===== src/hdl/crcf_pkg.sv =====
// crcf_pkg: shared constants for the clock ratio continued-fraction block.
// Used by the top level and the port checker. No dependencies.
package crcf_pkg;

  // Default sizing of the expansion
  localparam int MAX_TERMS_DEF   = 20;
  localparam int NUM_LIMIT_DEF   = 4096;
  localparam int DEN_LIMIT_DEF   = 256;
  localparam int FRAC_BITS_DEF   = 16;

  // Register reset value
  localparam logic [31:0] SOURCE_CLOCK_RESET = 32'd120000000;

  // Result field widths
  localparam int DIV_FIELD_W   = 12;
  localparam int FRAC_FIELD_W  = 8;
  localparam int TERMS_FIELD_W = 5;

endpackage


===== src/hdl/crcf_div.sv =====
// crcf_div: restoring divider, one quotient bit per cycle, 32-bit divisor.
// Used by clock_ratio_continued_fraction; depends on nothing else.
module crcf_div #(
  parameter int DivdW = 48,
  parameter int QuoW  = 32
) (
  input  logic             clk,
  input  logic             rst,
  input  logic             start,
  input  logic [DivdW-1:0] dividend,
  input  logic [31:0]      divisor,
  output logic             done,
  output logic [QuoW-1:0]  quotient
);

  localparam int CntW = $clog2(DivdW + 1);

  logic [CntW-1:0]  cnt;
  logic [31:0]      part;
  logic [DivdW-1:0] dvd;
  logic [31:0]      dsr;
  logic [32:0]      shifted;
  logic             fits;
  logic [32:0]      diff;

  // part < divisor always holds, so the shifted value fits in 33 bits
  assign shifted = {part, dvd[DivdW-1]};
  assign fits    = shifted >= {1'b0, dsr};
  assign diff    = shifted - {1'b0, dsr};

  always_ff @(posedge clk) begin
    if (rst) begin
      cnt  <= '0;
      done <= 1'b0;
    end else begin
      done <= 1'b0;
      if (start) begin
        cnt <= CntW'(DivdW);
      end else if (cnt != '0) begin
        cnt <= cnt - 1'b1;
        if (cnt == CntW'(1)) begin
          done <= 1'b1;
        end
      end
    end
  end

  always_ff @(posedge clk) begin
    if (start) begin
      part     <= '0;
      dvd      <= dividend;
      dsr      <= divisor;
    end else if (cnt != '0) begin
      part     <= fits ? diff[31:0] : shifted[31:0];
      dvd      <= {dvd[DivdW-2:0], 1'b0};
      quotient <= {quotient[QuoW-2:0], fits};
    end
  end

endmodule


===== src/hdl/clock_ratio_continued_fraction.sv =====
// Clock ratio search: best fraction a/b for source clock over target clock.
// Uses crcf_pkg and the iterative divider crcf_div.
//
// Each request takes one target frequency and returns one result. A zero
// target returns bad_target. Otherwise the ratio is formed in fixed point by
// the shared bit-serial divider, then each further continued-fraction term
// costs one more division for the reciprocal and a convergent rebuild over
// the stored terms through a single multiplier; the divider sets most of the
// time a request takes. The block takes no new request until its result is in
// the output register; a finished result may wait there while the next
// request is taken.
module clock_ratio_continued_fraction #(
  parameter int MaxTerms         = crcf_pkg::MAX_TERMS_DEF,
  parameter int NumeratorLimit   = crcf_pkg::NUM_LIMIT_DEF,
  parameter int DenominatorLimit = crcf_pkg::DEN_LIMIT_DEF,
  parameter int FracBits         = crcf_pkg::FRAC_BITS_DEF
) (
  input  logic        clk,
  input  logic        rst,
  input  logic        cfg_we,
  input  logic [31:0] cfg_data,
  input  logic        in_valid,
  output logic        in_stall,
  input  logic [31:0] target_hz,
  output logic        out_valid,
  input  logic        out_stall,
  output logic [crcf_pkg::DIV_FIELD_W-1:0]   divisor_minus_one,
  output logic [crcf_pkg::FRAC_FIELD_W-1:0]  fraction_minus_one,
  output logic [crcf_pkg::TERMS_FIELD_W-1:0] terms_used,
  output logic        bad_target
);

  localparam int RemW  = (2 * FracBits > 32) ? 2 * FracBits : 32;
  localparam int TermW = RemW - FracBits;
  localparam int DivdW = 32 + FracBits;
  localparam int AW    = $clog2(NumeratorLimit + 1);
  localparam int SatW  = $clog2(NumeratorLimit + 2);
  localparam int CW    = SatW + AW + 1;
  localparam int IdxW  = $clog2(MaxTerms);
  localparam int CntW  = $clog2(MaxTerms + 1);
  localparam logic [SatW-1:0]  SAT_MAX   = SatW'(NumeratorLimit + 1);
  localparam logic [DivdW-1:0] RECIP_ONE = DivdW'((64'd1 << (2 * FracBits)) - 64'd1);

  typedef enum logic [6:0] {
    S_IDLE = 7'b0000001,
    S_DIV  = 7'b0000010,
    S_TERM = 7'b0000100,
    S_RD   = 7'b0001000,
    S_MUL  = 7'b0010000,
    S_ADD  = 7'b0100000,
    S_OUT  = 7'b1000000
  } state_t;

  state_t            state;
  logic [31:0]       src_hz;
  logic              bad;
  logic              first;
  logic [RemW-1:0]   rem;
  logic [IdxW-1:0]   idx;
  logic [IdxW-1:0]   k;
  logic [CntW-1:0]   accepted;
  logic [AW-1:0]     a;
  logic [AW-1:0]     b;
  logic [AW-1:0]     best_num;
  logic [AW-1:0]     best_den;
  logic [SatW+AW-1:0] prod;
  logic [SatW-1:0]   rd_data;
  logic [SatW-1:0]   term_mem [MaxTerms];

  logic [TermW-1:0]    term;
  logic [SatW-1:0]     term_sat;
  logic [FracBits-1:0] frac;
  logic [CW-1:0]       sum_c;
  logic                fail;
  logic                frac_small;
  logic                last_term;
  logic [31:0]         num_m1;
  logic [31:0]         den_m1;
  logic [31:0]         acc_ext;

  logic              div_start;
  logic [DivdW-1:0]  div_dividend;
  logic [31:0]       div_divisor;
  logic              div_done;
  logic [RemW-1:0]   div_q;

  assign in_stall = (state != S_IDLE);

  // Terms above the numerator limit always fail once multiplied by a >= 1,
  // so they are stored clipped to limit+1.
  assign term       = rem[RemW-1:FracBits];
  assign term_sat   = (33'(term) > 33'(NumeratorLimit)) ? SAT_MAX : SatW'(term);
  assign frac       = rem[FracBits-1:0];
  assign sum_c      = CW'(prod) + CW'(b);
  assign fail       = (sum_c > CW'(NumeratorLimit)) || (32'(a) > 32'(DenominatorLimit));
  assign frac_small = frac < FracBits'(2);
  assign last_term  = (idx == IdxW'(MaxTerms - 1));
  assign num_m1     = 32'(best_num) - 32'd1;
  assign den_m1     = 32'(best_den) - 32'd1;
  assign acc_ext    = 32'(accepted);

  always_comb begin
    div_start    = 1'b0;
    div_dividend = {src_hz, {FracBits{1'b0}}};
    div_divisor  = target_hz;
    if (state == S_IDLE) begin
      div_start = in_valid && (target_hz != '0);
    end else if (state == S_ADD) begin
      div_dividend = RECIP_ONE;
      div_divisor  = 32'(frac);
      div_start    = !fail && (k == '0) && !frac_small && !last_term;
    end
  end

  crcf_div #(
    .DivdW (DivdW),
    .QuoW  (RemW)
  ) u_div (
    .clk      (clk),
    .rst      (rst),
    .start    (div_start),
    .dividend (div_dividend),
    .divisor  (div_divisor),
    .done     (div_done),
    .quotient (div_q)
  );

  // Term store, registered read
  always_ff @(posedge clk) begin
    if (state == S_TERM) begin
      term_mem[idx] <= term_sat;
    end
    rd_data <= term_mem[k];
  end

  always_ff @(posedge clk) begin
    if (rst) begin
      state     <= S_IDLE;
      src_hz    <= crcf_pkg::SOURCE_CLOCK_RESET;
      out_valid <= 1'b0;
      rem       <= '0;
      best_num  <= AW'(1);
      best_den  <= AW'(1);
      idx       <= '0;
    end else begin
      if (cfg_we) begin
        src_hz <= cfg_data;
      end
      if ((state == S_OUT) && (!out_valid || !out_stall)) begin
        out_valid <= 1'b1;
      end else if (out_valid && !out_stall) begin
        out_valid <= 1'b0;
      end
      unique case (state)
        S_IDLE: begin
          if (in_valid) begin
            if (target_hz == '0) begin
              bad   <= 1'b1;
              state <= S_OUT;
            end else begin
              bad      <= 1'b0;
              first    <= 1'b1;
              best_num <= AW'(1);
              best_den <= AW'(1);
              accepted <= '0;
              idx      <= '0;
              state    <= S_DIV;
            end
          end
        end
        S_DIV: begin
          if (div_done) begin
            // the first quotient is truncated to 32 bits, reciprocals are exact
            rem   <= first ? RemW'(div_q[31:0]) : div_q;
            first <= 1'b0;
            state <= S_TERM;
          end
        end
        S_TERM: begin
          k     <= idx;
          a     <= AW'(1);
          b     <= '0;
          state <= S_RD;
        end
        S_RD: begin
          state <= S_MUL;
        end
        S_MUL: begin
          prod  <= rd_data * a;
          state <= S_ADD;
        end
        S_ADD: begin
          a <= sum_c[AW-1:0];
          b <= a;
          if (fail) begin
            state <= S_OUT;
          end else if (k != '0) begin
            k     <= k - 1'b1;
            state <= S_RD;
          end else begin
            best_num <= sum_c[AW-1:0];
            best_den <= a;
            accepted <= accepted + 1'b1;
            if (frac_small || last_term) begin
              state <= S_OUT;
            end else begin
              idx   <= idx + 1'b1;
              state <= S_DIV;
            end
          end
        end
        S_OUT: begin
          if (!out_valid || !out_stall) begin
            state <= S_IDLE;
          end
        end
        default: state <= S_IDLE;
      endcase
    end
  end

  // Result fields
  always_ff @(posedge clk) begin
    if ((state == S_OUT) && (!out_valid || !out_stall)) begin
      bad_target <= bad;
      if (bad) begin
        divisor_minus_one  <= '0;
        fraction_minus_one <= '0;
        terms_used         <= '0;
      end else begin
        divisor_minus_one  <= num_m1[crcf_pkg::DIV_FIELD_W-1:0];
        fraction_minus_one <= den_m1[crcf_pkg::FRAC_FIELD_W-1:0];
        terms_used         <= acc_ext[crcf_pkg::TERMS_FIELD_W-1:0];
      end
    end
  end

endmodule


===== config.mk =====
export PLATFORM = sky130hd
export DESIGN_NAME = clock_ratio_continued_fraction
export DESIGN_NICKNAME = d
export VERILOG_FILES = /design/src/hdl/crcf_pkg.sv /design/src/hdl/crcf_div.sv /design/src/hdl/clock_ratio_continued_fraction.sv
export SDC_FILE = /design/constraint.sdc
export NUM_CORES = 1
export LEC_CHECK = 0
export BUFFER_PORTS_ARGS = -buffer_cell sky130_fd_sc_hd__clkbuf_2
export CAP_MARGIN = 15
export CORE_MARGIN = 5
export CORE_UTILIZATION = 30
export CTS_CLUSTER_SIZE = 10
export DETAILED_ROUTE_END_ITERATION = 10
export PLACE_DENSITY = 0.42
export SYNTH_ARGS = -nofsm -noshare
export SYNTH_HDL_FRONTEND = slang
export SYNTH_HIERARCHICAL = 1
export SYNTH_SLANG_ARGS = --single-unit

===== constraint.sdc =====
create_clock -name clk -period 17.8 [get_ports clk]
set_input_delay 3.56 -clock clk [delete_from_list [all_inputs] [get_ports clk]]
set_output_delay 3.56 -clock clk [all_outputs]
set_load 0.005 [all_outputs]

### After elaboration in Yosys (flattened, before gate mapping)

Memory sizes are Yosys's and may differ from the RTL's. A register that Yosys moved wholly into a read port is not among the register bits.
Index checks and enable logic that the tools add are counted.

* memories kept: 1
* latch bits: 0
* register bits: 337
* input port bits: 69
* RAM bits: 260
* ROM bits: 0
* output and inout bits: 28
* logic and storage cells: 143

* multipliers: 1
* $add $sub $neg: 8
* eq/ne operators: 18
* multiplexer cells: 48
* div/mod/pow operators: 0
* order comparisons: 5
* reduce and logical (&&, ||, !) cells: 35
* bitwise gates (word level): 3
* shift-type cells: 0

Memory list
* term_mem: depth 20, width 13, read ports 1, clocked after Yosys merged registers in 1, write ports 1, RTL line clock_ratio_continued_fraction.sv:68 `logic [SatW-1:0] term_mem [MaxTerms];`

Operators by type and width (number)
* 48-bit two-way mux: 4
* 32-bit two-way mux: 3
* 13-bit case mux with 2 select lines: 2
* 7-bit two-way mux: 7
* 7-bit case mux with 7 select lines: 1
* 12-bit two-way mux: 4
* 5-bit two-way mux: 9
* 33-bit by 32-bit >= comparator with 1-bit output: 1
* 32-bit zero test: 1
* 32-bit nonzero test: 1
* 32-bit subtractor: 1
* 5-bit case mux with 2 select lines: 3
* 26-bit by 13-bit adder with 27-bit output: 1
* 27-bit by 13-bit > comparator with 1-bit output (second input constant): 1
* 13-bit by 13-bit multiplier with 26-bit output: 1
* 12-bit case mux with 2 select lines: 1
* 16-bit by 13-bit > comparator with 1-bit output (second input constant): 1
* 16-bit by 2-bit less-than comparator with 1-bit output (second input constant): 1
* 8-bit two-way mux: 2
* 8-bit case mux with 2 select lines: 1
* 13-bit by 9-bit > comparator with 1-bit output (second input constant): 1
* 13-bit two-way mux: 1
* 6-bit two-way mux: 2
* 6-bit AND reduction: 2
* other kinds (32): 66

### Longest topological paths before layout

Gate-level depths: netlist of the first run.

* word-level depth: 11
* gate-level depth with buffers: 22
* depth with buffers taken out: 21

### By module

Netlist of the first run, hierarchy kept.

Modules (own cells, without submodules)
* clock_ratio_continued_fraction: cells an instance 2045, sequential area each 12682.2 µm², area an instance 24979.0 µm², instances 1
* crcf_div: cells an instance 660, sequential area each 4144.0 µm², area an instance 7703.6 µm², instances 1

### Least setup slack after synthesis of the first run

No wires, ideal clock.

* path type: input port to flip-flop
* start point: input target_hz[29]
* end point: register u_div.dvd[0], enable pin
* buffers on the path: 2
* required time: 17.398 ns
* data arrival time: 6.563 ns
* setup time: 0.402 ns
* stages on the path: 12
* slack: 10.835 ns
* cells stage by stage: nor4_1 -> nand4_1 -> nor2_1 -> nor2_1 -> o22ai_1 -> nor2_1 -> a21oi_1 -> inv_1 -> clkbuf_1 -> clkbuf_1 -> nor2_1 -> inv_1

* longest elaborated chain between the ends: 4

RTL lines
* from (decl): RTL line clock_ratio_continued_fraction.sv:24 `input logic [31:0] target_hz,`
* 32-bit nonzero test: RTL line clock_ratio_continued_fraction.sv:107 `div_start = in_valid && (target_hz != '0);`
* 1-bit logical AND: RTL line clock_ratio_continued_fraction.sv:107
* 1-bit two-way mux: RTL line clock_ratio_continued_fraction.sv:106 `if (state == S_IDLE) begin`
* via div_start: RTL line clock_ratio_continued_fraction.sv:81 `logic div_start;`
* 2-bit nonzero test (no line)
* to (signal assigned): RTL line crcf_div.sv:51 `dvd <= dividend;`
* to (signal assigned): RTL line crcf_div.sv:55 `dvd <= {dvd[DivdW-2:0], 1'b0};`
* to (decl): RTL line crcf_div.sv:20 `logic [DivdW-1:0] dvd;`

The timed path passes the listed nets, and every way through them passes these cells.
A chain may end at the register's enable or synchronous reset.

### Final worst setup path of the first run

* start point: input target_hz[0]
* end point: register u_div.dvd[34], enable pin

Same word-level chain as after synthesis.

==> results of run 1 <==
==> state kept, by name (all words and copies together) (netlist names), 6 cells and up <==
| register | count |
|---|---|
| u_div/dvd | 48 |
| divisor_minus_one | 12 |
| fraction_minus_one | 8 |
| src_hz | 32 |
| prod | 26 |
| term_mem | 260 |
| best_num | 12 |
| u_div/cnt | 6 |
| u_div/part | 32 |
| u_div/quotient | 32 |
| a | 13 |
| rem | 32 |
| state | 7 |
| u_div/dsr | 32 |
| b | 13 |
| rd_data | 13 |
| best_den | 8 |
==> layer usage <==
layer  up-vias  routed length [um]  track usage [%]
met5         -                   0                0
met4         0                1630             3.79
met3       106                3850             2.29
met2       434               38300             22.7
met1     10500               42300             21.9
li1       9764                   -                -
==> worst max path at each step <==
stage | end | slack, ns | depth (start not counted)
finish | u_div/dvd[34] | 10.94 | 11
global route | u_div/quotient[11] | 10.54 | 13
CTS | u_div/quotient[4] | 10.88 | 13
detailed placement | u_div/quotient[25] | 10.19 | 13
global placement | u_div/quotient[5] | 10.35 | 13
floorplan | u_div/dvd[0] | 10.83 | 12
==> cell type report <==
class | instances | area [sq um] | share of cell area, %
Antenna cell | 1 | 2.50 | 0.00676
Clock inverter | 14 | 184 | 0.497
Tap cell | 1414 | 1770 | 4.78
Multi-Input combinational cell | 1734 | 14500 | 39.1
Inverter | 234 | 883 | 2.39
Timing Repair Buffer | 133 | 781 | 2.11
Clock buffer | 117 | 2100 | 5.66
Sequential cell | 610 | 16800 | 45.4
==> worst register-to-register path: stages, from the launching register on <==
cell	delay, ns
edfxtp_1	0.90
nand2_1	0.19
fa_1	0.54
fa_1	0.52
inv_1	0.05
fa_1	0.48
fa_1	0.55
inv_1	0.06
fa_1	0.59
inv_1	0.06
ha_1	0.36
and3_1	0.22
and3_1	0.18
a21oi_1	0.11
o311ai_0	0.21
a31o_2	0.29
a21o_1	0.21
a2111o_1	0.44
a2111o_1	0.37
o211ai_1	0.10
==> where the power goes <==
part | switching (uW) | internal [uW]
Combinational | 493 | 314
Clock | 596 | 829
Sequential | 81.7 | 1730
Total | 1170 | 2870
==> through the flow <==
stage / std cells / worst slack [ns] / cell area (sq um) / hold slack (ns)
after floorplan: 2705 / 10.83 / 32700 / 0.426
after global placement: 4124 / 10.35 / 34700 / 0.435
after detailed placement: 4124 / 10.19 / 34700 / 0.438
after CTS: 4255 / 10.88 / 37000 / 0.446
after global routing: 4256 / 10.54 / 37000 / 0.452
final: 4257 / 10.94 / 37000 / 0.444
==> cell usage after synthesis, drive strengths merged (54+ instances only) <==
library cell    n  share of area, %
a21oi         109               1.7
and2          151               2.9
clkbuf        108               1.2
dfxtp         149               9.1
edfxtp        461                42
fa            123               7.5
ha            127               4.9
inv           234               2.7
mux2           67               2.4
mux2i          63               1.9
mux4           78               5.4
nand2         272               3.1
nor2          169               1.9
nor3           54              0.84
==> cells by family (layout without fill, tap and decap cells) <==
group | count (synthesis) | count (layout) | share of synthesized area (%)
flip-flops | 610 | 610 | 51.5
other | 0 | 1 | 0
XOR/XNOR | 80 | 80 | 2.14
adder cells (fa/ha/maj) | 250 | 250 | 12.4
buffers and inverters | 361 | 498 | 4.28
AO/OA/AOI/OAI | 317 | 317 | 6.64
AND/OR/NAND/NOR | 879 | 879 | 13.4
multiplexers | 208 | 208 | 9.67
==> run summary, run 1 <==
The flow ran to the end, and the final reports show no timing, DRC or antenna violations. The iteration-0 DRC count of the detailed router is 1,327, and the detail-routed net length per standard cell is 20.2 um. Entering global routing, the biggest net connects 74 pins.

The die footprint is 116,000 sq um. The first global-routing pass estimated 133,000 um of wire. When the netlist entered floorplanning its net count stood at 3,024. The total power is 4040 uW. The smallest clock period supported by the final layout is computed as 6.86 ns. The tools report the capture point of the worst reg-to-reg path as prod[25]. The synthesized netlist contains 86 unique library cells.

The number of hold buffers added after CTS was 0. The flip-flop and latch count after synthesis came out at 610. For this configuration, the core starts out at a cell density of 30.1%. The vertical die dimension was 340 um.

Number of nets in the finished design: 3,108. The quantity of gates resized following cts was 0. In this run the number of H-tree levels came out at 3. The congestion estimate from routability-driven global placement came to 0.816.

The synthesized area per cell came out at 12.1 sq um. The number of setup violations in the final report was 0; the ratio of routed vias to standard cells was 4.90. Clock-pin slew was measured on the worst setup and hold paths at 0.06 ns.

In this run the core area contains 121 standard-cell rows. The count of buffering cells on the critical path with inverters included came out at 3. In the layout the commonest cells are edfxtp_1, nand2_1, inv_1. Setup repair after global routing left no endpoint under its margin.

The share of flip-flops with an asynchronous set or reset was 0%; the data required time of the worst path was 18.00 ns. The logs give 76 for the number of buffers inserted during clock tree synthesis and 21.8% for the normalized max-slew margin. The upper clock frequency limit came out at 0.146 GHz.

The start point of the critical path is target_hz[0]. Among all flip-flop cells after synthesis, the most frequent one is edfxtp_1. The floorplan step defined a core boundary enclosing 109,000 sq um. Cells fill 34.1% of the core in the end. The logs give 97 for the I/O pin count and 0 for the count of unresolved DRC violations after routing. Sequential area share after synthesis: 51.5%. The total global routing overflow was 0.

Traced cell by cell, the critical path runs through clkbuf_2 > nor4_1 > nand4_1 > nor2_1 > nor2_1 > o22ai_1 > nor2_1 > a21oi_1 > inv_4 > nor2_1 > inv_2. The most common cell type on the critical path is nor2_1. The logs give 10,700 for the number of fillers in the final layout and 0.0140 uW for the leakage power figure. The origin of the critical flop-to-flop path was a[6]. Setup total negative slack on the finished layout was measured at 0 ns. The tools report the largest voltage drop on the vdd net as 81.5 uV. For the count of endpoints failing hold in the final timing report, the log shows 0. Most common cell after layout, fill and taps aside: edfxtp_1.

For this run, the total global-route usage over all layers was measured as 14.8%. The path type of the worst min-delay path is reg -> reg. TritonCTS built the clock tree. The number of global-route vias before repair was 21,600.

The element type at the critical path start is a primary input. Measured along the x axis, the die boundary spans 340 um. The logs give 3 for the initial antenna violation count and 0.0351 ns for the final worst clock skew.

Summing every instance area after synthesis gives 32,700 sq um. Critical path's slowest cell: inv_2. The clock net sink count was 610. The power density over the cells is 109 nW/um^2. The routed design has 86,100 um of wire.

The tools report the detailed placement HPWL as 59,400 um. The worst hold path terminates at u_div/quotient[26]. Along the worst path, the maximum fanout reaches 48. The start point of the worst min-delay path was u_div/quotient[25].

In this design, the stage delay of the slowest critical-path cell is 0.51 ns. For the routed via count, the log shows 20,900. Counting every instance in the synthesized netlist gives 2,705. In this run the deepest clock path goes through 3 buffers. In this run the register-to-register setup slack is 11.17 ns. Yosys synthesis warning count: 6.

Layout-stage area growth over the synthesis result: 13.3%. Of the cells placed in the final design, the portion with a size suffix greater than 1 is 14.7%. The total setup buffers inserted after CTS is 0.

Across the run, the number of max-cap violations was 0. The number of cells traversed by the worst register-to-register path came out at 19. For the pin with the worst max-slew slack, the measured transition is 1.17 ns. The critical path is of the in -> reg type. The share of the clock period used by the worst path after layout is 38.5%, and the number of search-and-repair iterations in the first detailed-routing pass is 5. Port buffering added 96 buffers.

The count of flip-flops with a built-in enable after synthesis came out at 461. At the worst endpoint, the arrival time is 7.06 ns. The run gives 0.63 ns as the clock network latency to the later pin of the worst-skew pair. In this run the remaining antenna-violating nets after routing total 0.

The worst hold path was traced through 0 stages. The nature of the critical path endpoint was a register. Gate family responsible for the most delay along the worst path: simple AND/OR/NAND/NOR gates. The cell sitting at the root of the clock tree is a clkbuf_16. The tools report the number of max-slew violations in the final report as 0.
No activity file was read; power rests on OpenSTA's default activity.
==> inputs of run 2 (changes only) <==
--- a/config.mk
+++ b/config.mk
@@ -11,7 +11,7 @@
 export CORE_UTILIZATION = 30
 export CTS_CLUSTER_SIZE = 10
 export DETAILED_ROUTE_END_ITERATION = 10
-export PLACE_DENSITY = 0.42
+export PLACE_DENSITY = 0.44
 export SYNTH_ARGS = -nofsm -noshare
 export SYNTH_HDL_FRONTEND = slang
 export SYNTH_HIERARCHICAL = 1
==> constraint.sdc (replaced) <==
create_clock -name clk -period 6.3 [get_ports clk]
set_input_delay 1.26 -clock clk [delete_from_list [all_inputs] [get_ports clk]]
set_output_delay 1.26 -clock clk [all_outputs]
set_load 0.005 [all_outputs]
==> run summary, run 2 (same netlist as run 1, synthesis figures left out) <==
For the pin with the worst max-slew slack, the measured transition is 1.13 ns. The path type of the worst min-delay path is reg -> reg. The logic depth of the worst path, buffers included is 20.

In the final routed layout, each cell accounts on average for 19.3 um. The worst stage delay on the critical path is 0.55 ns, and the max-cap check violation count is 0. The final route contains 20,800 vias.

Across every metal layer, demand over resource in global routing totals 14.2%. For the pin count of the biggest net entering global routing, the log shows 95. The nature of the critical path endpoint is a register. Across all hold checks on the routed design, the worst slack comes to 0.443 ns. The total routed wirelength is 83,000 um, and the total global routing overflow is 0. The number of global-route vias before repair was 21,700; the time the worst path needs with I/O delays and setup was 6.09 ns. In this run the worst setup path begins at rd_data[2].

The worst-case IR drop observed on VDD is 193 uV. Element type at the critical path start: a register. Number of buffers on the longest clock path: 3. Cells fill 34.4% of the core in the end.

The number of max-slew violations in the final report is 0. The run finished with clean final reports. For the CTS H-tree depth, the log shows 3. The first detailed-routing pass took 5 iterations. The slowest stage of the critical path is the dfxtp_1 cell.

In this run the remaining antenna-violating nets after routing total 0. After floorplanning, the core was divided into 121 placement rows. The die is 340 um tall.

Setup violations remaining at the end of the flow were counted as 0. The layout-stage area growth over the synthesis result was 14.2%. The most common cell after layout, fill and taps aside was edfxtp_1. The library cells used most frequently in the layout, excluding fill and tap cells, are edfxtp_1, nand2_1, inv_1. Dividing total power by cell area gives a power density of 308 nW/um^2.

The register-to-register setup slack was 0.21 ns. STA puts the critical path data required time at 6.75 ns. Type of the setup path with the least slack: reg -> reg.

The highest net fanout along the worst path came out at 9. After detailed placement, the total cell area comes to 35,000 sq um. Counting tap cells, the placed design contains a total of 4,149 instances.

Floorplan core area: 109,000 sq um. The number of flip-flops under the largest register name is 260. The run gives 0.0141 uW as the leakage power figure. Summing all non-filler instances in the final layout gives an area of 37,300 sq um. The tools report the start point of the worst min-delay path as u_div/quotient[23]. The first global-routing pass estimated 128,000 um of wire.

Clock network latency to the later pin of the worst-skew pair: 0.63 ns. In this run the critical register-to-register path is launched from rd_data[2]. TritonCTS built the clock tree. After the flow finishes, the layout carries non-filler instances totaling 4,291. The final critical path takes up 96.7% of the cycle. The run gives 57,000 um as the detailed placement HPWL. The logs give 0.857 for the weighted congestion reported at the end of routability-driven placement and 0 for the count of unresolved DRC violations after routing. Measured in cells, the most critical reg-to-reg path has a length of 20. CTS placed an instance of clkbuf_16 at the clock tree root.

The die covers 116,000 sq um. The ratio of routed vias to standard cells is 4.85. The final worst clock skew is 0.0270 ns, and the count of buffering cells on the critical path with inverters included is 4. Timing would allow up to 0.164 GHz.

The largest registers in the layout are term_mem: 260 flops, u_div/dvd: 48 flops. Walking the worst path, the cells encountered are buf_4 > nand2_1 > fa_1 > fa_1 > fa_1 > inv_1 > fa_1 > inv_1 > fa_1 > inv_1 > ha_1 > and3_1 > and3_1 > a21oi_2 > o311ai_2 > a31o_2 > a21o_1 > a2111o_1 > a2111o_1 > o211ai_1. The overall die width works out to 340 um. In this run the tool buffered the top-level ports with 96 buffer cells. In this run the tightest slew margin relative to its limit is 24.5%.

The clock transition time at the flip-flop clock pins of the worst setup and hold paths was 0.05 ns; the initial antenna violation count was 3. The logs give 6.54 ns for the data arrival at the endpoint of the critical path and 97 for the I/O pin count. The capture point of the worst reg-to-reg path is prod[25]. Count of endpoints failing hold in the final timing report: 0. The worst setup path endpoint was prod[25]. The largest register by flop count is term_mem. Of the cells placed in the final design, the portion with a size suffix greater than 1 is 16.3%. Once the floorplan was initialized, standard cells occupied 30.1% of the core.

The tools report the total power as 11,500 uW. Gate family responsible for the most delay along the worst path: adder cells. The most common cell type on the critical path was fa_1.

After the last flow step, the layout net total stands at 3,138. The first routing iteration left 1,203 violations. Buffers inserted during clock tree synthesis total 77. The clock net sink count was 610; the number of fillers in the final layout was 10,700.
-- run 2: cell count changes in the layout (fill, tap and decap cells not counted), moves of 4 or more --
| cell | previous run | this run |
|---|---|---|
| buf_4 | 37 | 65 |
| nor2_1 | 160 | 151 |
| nor2_2 | 9 | 18 |
| clkinv_2 | 5 | 10 |
| dfxtp_1 | 149 | 145 |
| dfxtp_2 | 0 | 4 |
-- run 2: worst register-to-register path, stage by stage, from the launching register on --
cell	delay, ns
dfxtp_1	0.55
buf_4	0.25
nand2_1	0.09
fa_1	0.43
fa_1	0.52
fa_1	0.49
inv_1	0.05
fa_1	0.52
inv_1	0.05
fa_1	0.53
inv_1	0.04
ha_1	0.34
and3_1	0.21
and3_1	0.19
a21oi_2	0.13
o311ai_2	0.14
a31o_2	0.26
a21o_1	0.21
a2111o_1	0.43
a2111o_1	0.38
o211ai_1	0.10
-- run 2: final cells by class --
cell class | instances | area, sq um | area share, %
clock inverters | 20 | 160 | 0.429
inverters | 234 | 883 | 2.37
diodes | 1 | 2.50 | 0.00671
clock buffers | 116 | 2120 | 5.69
well taps | 1414 | 1770 | 4.74
repair buffers | 162 | 1010 | 2.71
flip-flops and latches | 610 | 16800 | 45.1
multi-input cells | 1734 | 14500 | 38.9
-- run 2: metal layers --
metal / up-vias / track usage [%] / share of wire, %
met5: - / 0 / 0.016
met4: 2 / 4.00 / 2.1
met3: 114 / 2.26 / 3.9
met2: 392 / 23.3 / 47
met1: 10500 / 19.5 / 47
li1: 9811 / - / -
-- run 2: through the flow --
step | setup WS, ns | setup TNS, ns
floorplan | 0.439 | 0
global placement | 0.167 | 0
detailed placement | 0.0644 | 0
CTS | 0.0601 | 0
global route | -0.0252 | -0.0252
finish | 0.210 | 0
-- run 2: power breakdown --
part           total (uW)  internal, uW  leakage (uW)  switching [uW]
clock network        4070          2370       0.00111            1700
logic                2340           918       0.00771            1420
registers            5100          4880       0.00530             215
-- run 2: worst min path at each step --
stage	cells after the start	endpoint
after global placement	0	u_div/quotient[3]
final	0	u_div/quotient[24]
after floorplan	0	u_div/quotient[10]
after detailed placement	0	u_div/quotient[9]
after global routing	0	u_div/quotient[19]
after CTS	0	u_div/quotient[19]
-- run 2: repair_timing --
| action | in CTS | in global routing |
|---|---|---|
| hold buffers | 0 | 0 |
| gates resized for setup | 0 | 9 |
| endpoints found under the setup margin | 0 | 1 |
| setup buffers | 0 | 5 |
==> inputs of run 3 (changes only) <==
--- a/config.mk
+++ b/config.mk
@@ -14,5 +14,4 @@
 export PLACE_DENSITY = 0.44
 export SYNTH_ARGS = -nofsm -noshare
 export SYNTH_HDL_FRONTEND = slang
-export SYNTH_HIERARCHICAL = 1
 export SYNTH_SLANG_ARGS = --single-unit
==> run summary, run 3 <==
The flow ran to the end, and the final reports show no timing, DRC or antenna violations. The H-tree was split into 3 levels. Summed over all nets, wire length on met2 after detailed routing comes to 39,200 um.

Worst hold endpoint: u_div.quotient[26]. The yosys synthesis warning count is 0, and the synthesized area per cell is 11.9 sq um. In this run the critical register-to-register path is captured at prod[24]. After routing, the total negative slack on setup checks comes to 0 ns. STA puts the critical path data required time at 6.65 ns.

The total routed wirelength is 80,000 um, and the time the worst path needs with I/O delays and setup is 5.90 ns. The critical path is of the reg -> reg type. At the pin with the least slew margin, the transition time is 1.14 ns. The total inserted antenna cells was 0; the layout-stage area growth over the synthesis result was 14.8%.

Ranked by instance count, the synthesized netlist is headed by edfxtp_1, nand2_1, inv_1, nor2_1, dfxtp_1. Dividing total power by cell area gives a power density of 338 nW/um^2. After clock tree synthesis, the clock-pin slew on the worst setup and hold paths is 0.06 ns. After detailed routing, the average wire length per cell comes to 18.9 um.

For the weighted congestion reported at the end of routability-driven placement, the log shows 0.793. Of all cell types, the one taking the most synthesized area is edfxtp_1. Using the TritonRoute via totals, the vias-per-cell ratio works out to 4.78. Summing every instance area after synthesis gives 31,700 sq um. For the number of buffers on the longest clock path, the log shows 3. The uppermost layer routed was met5.

TritonCTS built the clock tree. Setup repair after global routing left no endpoint under its margin. The analysis attributes to cell leakage a power of 0.0140 uW.

The later pin in the worst-skew pair is clocked with a latency of 0.64 ns. Derived from the worst setup path, the maximum achievable clock frequency is 0.169 GHz. In the finished design, the share of the clock period the worst path needs comes to 93.7%.

After the last flow step, the layout net total stands at 3,096. The most common cell in the netlist is edfxtp_1. Counting every net in the synthesized netlist gives 2,984. The total overflow left after global routing is 0.

The die covers 112,000 sq um. Of all nets on the critical path, the largest fanout is 9. In this run the worst hold path is classified as reg -> reg. Buffers placed on the I/O ports in this run total 96.

On the final layout, the worst clock skew is 0.0364 ns. The flip-flop and latch count after synthesis came out at 610. Across the run, the number of max-cap violations was 0. The worst register-to-register path has a depth of 21. The tools report the pin count of the biggest net entering global routing as 93. The sequential area share after synthesis was 53.1%. The worst hold path was traced through 0 stages.

STA classifies the critical path endpoint as a register. For the count of unresolved DRC violations after routing, the log shows 0. The tools report the library cell used as clock root buffer as clkbuf_16. The clock net sink count is 610, and the share of flip-flops with an asynchronous set or reset is 0%.

Across all register-to-register paths, the minimum setup slack is 0.40 ns. Start point of the worst min-delay path: u_div.quotient[25]. For the worst setup path, the data arrival time is 6.25 ns.

The detailed placement HPWL is 54,900 um, and the fraction of layout instances using a drive strength above 1 is 13.4%. Vertical die dimension: 335 um. The I/O pin count is 97, and the fraction of post-synthesis cell area in the top cell type by area is 43.7%.

The floorplan has 119 rows. The run gives 5 as the number of search-and-repair iterations in the first detailed-routing pass. Setup violations remaining at the end of the flow were counted as 0. The routed layout has 20,200 vias. Overall die width: 335 um. For the post-synthesis cell count, the log shows 2,666.

By area the synthesized netlist is led by edfxtp_1, dfxtp_1, fa_1, mux4_2, ha_1. The wire length of the first global-routing pass is 125,000 um, and the total track usage is 14.2%. The total power is 12,300 uW. The library cell used most frequently in the layout, excluding fill and tap cells, is edfxtp_1. The number of fillers in the final layout is 10,600.

The register with the most flip-flops in the layout has 260 of them. The iteration-0 DRC count of the detailed router came out at 1,227. The run gives 105,000 sq um as the floorplan core area. For this run, the leading register cell type out of synthesis is edfxtp_1. The count of endpoints failing hold in the final timing report was 0; the antenna violation net count after detailed routing was 0.

The startpoint identified for the worst register-to-register timing path is a[2]. The run gives 21,100 as the number of global-route vias before repair. STA classifies the critical path startpoint as a register. Yosys mapped the design onto 70 distinct sky130hd cell types. Detailed routing placed a total of 2660 um of wire on met3.

In the final layout, the registers with the most flip-flops are term_mem: 260 flops, u_div.dvd: 48 flops. In this run the tightest slew margin relative to its limit is 23.8%. Initial antenna violation count: 6. The largest register by flop count is term_mem. For the initial standard-cell utilization of the core, the log shows 30.1%. For the met1 wire length, the log shows 36,400 um.

In the layout the commonest cells are edfxtp_1, nand2_1, inv_1. Number of max-slew violations in the final report: 0. Across the VDD grid, the largest voltage drop is 235 uV. In this run, synthesis inferred 461 flip-flops with an integrated enable. Number of buffers inserted during clock tree synthesis: 74.
-- run 3: cell count changes in the layout (fill, tap and decap cells not counted), moves of 9 or more --
cell / before / now
a31oi_1: 6 / 20
nor3_1: 53 / 79
and2_1: 150 / 137
xor2_1: 29 / 20
mux2_2: 62 / 13
nor2_1: 151 / 165
clkbuf_1: 35 / 47
nand2_1: 272 / 330
nand2b_1: 51 / 20
nand3_1: 33 / 52
mux2i_1: 63 / 52
nand4_1: 24 / 12
-- run 3: through the flow --
stage	setup WS, ns	util [%]	instance area, sq um	cells	hold WS [ns]
final	0.400	34.6	36400	4229	0.443
after global placement	0.185	32.3	33900	4085	0.433
after detailed placement	0.115	32.3	33900	4085	0.437
after CTS	0.0863	34.5	36300	4221	0.430
after floorplan	0.362	-	31700	2666	0.426
after global routing	0.0146	34.6	36400	4229	0.445
-- run 3: what timing repair did --
| item | CTS | global route |
|---|---|---|
| setup buffers | 0 | 5 |
| hold buffers | 0 | 0 |
| endpoints found under the setup margin | 0 | 3 |
| resized for setup | 0 | 7 |
-- run 3: area by class of cell --
class                      count  area (sq um)  share of cell area [%]
sequential                   610         16800                    46.3
inverter                     236           886                    2.43
clock buffer                 124          2080                    5.72
clock inverter                12           234                   0.643
multi-input combinational   1695         13600                    37.4
tap                         1391          1740                    4.78
timing repair buffer         161          1010                    2.79
-- run 3: metal layers --
metal,track usage [%],vias up
met3,2.25,96
li1,-,9608
met5,0,-
met2,24.2,290
met4,3.71,2
met1,18.9,10200
-- run 3: where the power goes --
part | internal (uW) | leakage [uW] | switching, uW
clock network | 2360 | 0.00110 | 1710
registers | 5000 | 0.00556 | 243
logic | 1160 | 0.00733 | 1830
-- run 3: logic make-up (layout without fill, tap and decap cells) --
| kind of cell | Yosys count | count (layout) | synth area share, % |
|---|---|---|---|
| adder cells (fa/ha/maj) | 249 | 249 | 12.7 |
| flip-flops | 610 | 610 | 53.1 |
| AND/OR/NAND/NOR | 928 | 928 | 14.0 |
| XOR/XNOR | 75 | 75 | 2.07 |
| multiplexers | 143 | 143 | 7.65 |
| AO/OA/AOI/OAI | 300 | 300 | 6.13 |
| buffers and inverters | 361 | 533 | 4.34 |
-- run 3: how the worst max path moves through the flow --
stage	to	from	cells after the start
6_report	prod[24]	a[2]	21
5_1_grt	prod[25]	a[3]	22
4_1_cts	prod[24]	a[2]	22
3_5_place_dp	prod[24]	a[2]	22
3_3_place_gp	prod[24]	a[2]	22
2_1_floorplan	prod[24]	a[3]	20
-- run 3: worst max-delay path, cell delays in order (launching register included) --
cell	delay, ns
edfxtp_1	0.42
buf_4	0.19
and2_1	0.17
fa_1	0.50
inv_1	0.06
fa_1	0.54
inv_1	0.06
fa_1	0.50
inv_1	0.06
fa_1	0.46
fa_1	0.55
inv_1	0.04
ha_1	0.34
nor2b_1	0.16
o21a_1	0.18
o41ai_1	0.28
buf_4	0.20
o31ai_1	0.13
o41ai_2	0.29
o21ai_1	0.16
o41ai_2	0.24
xnor2_1	0.10
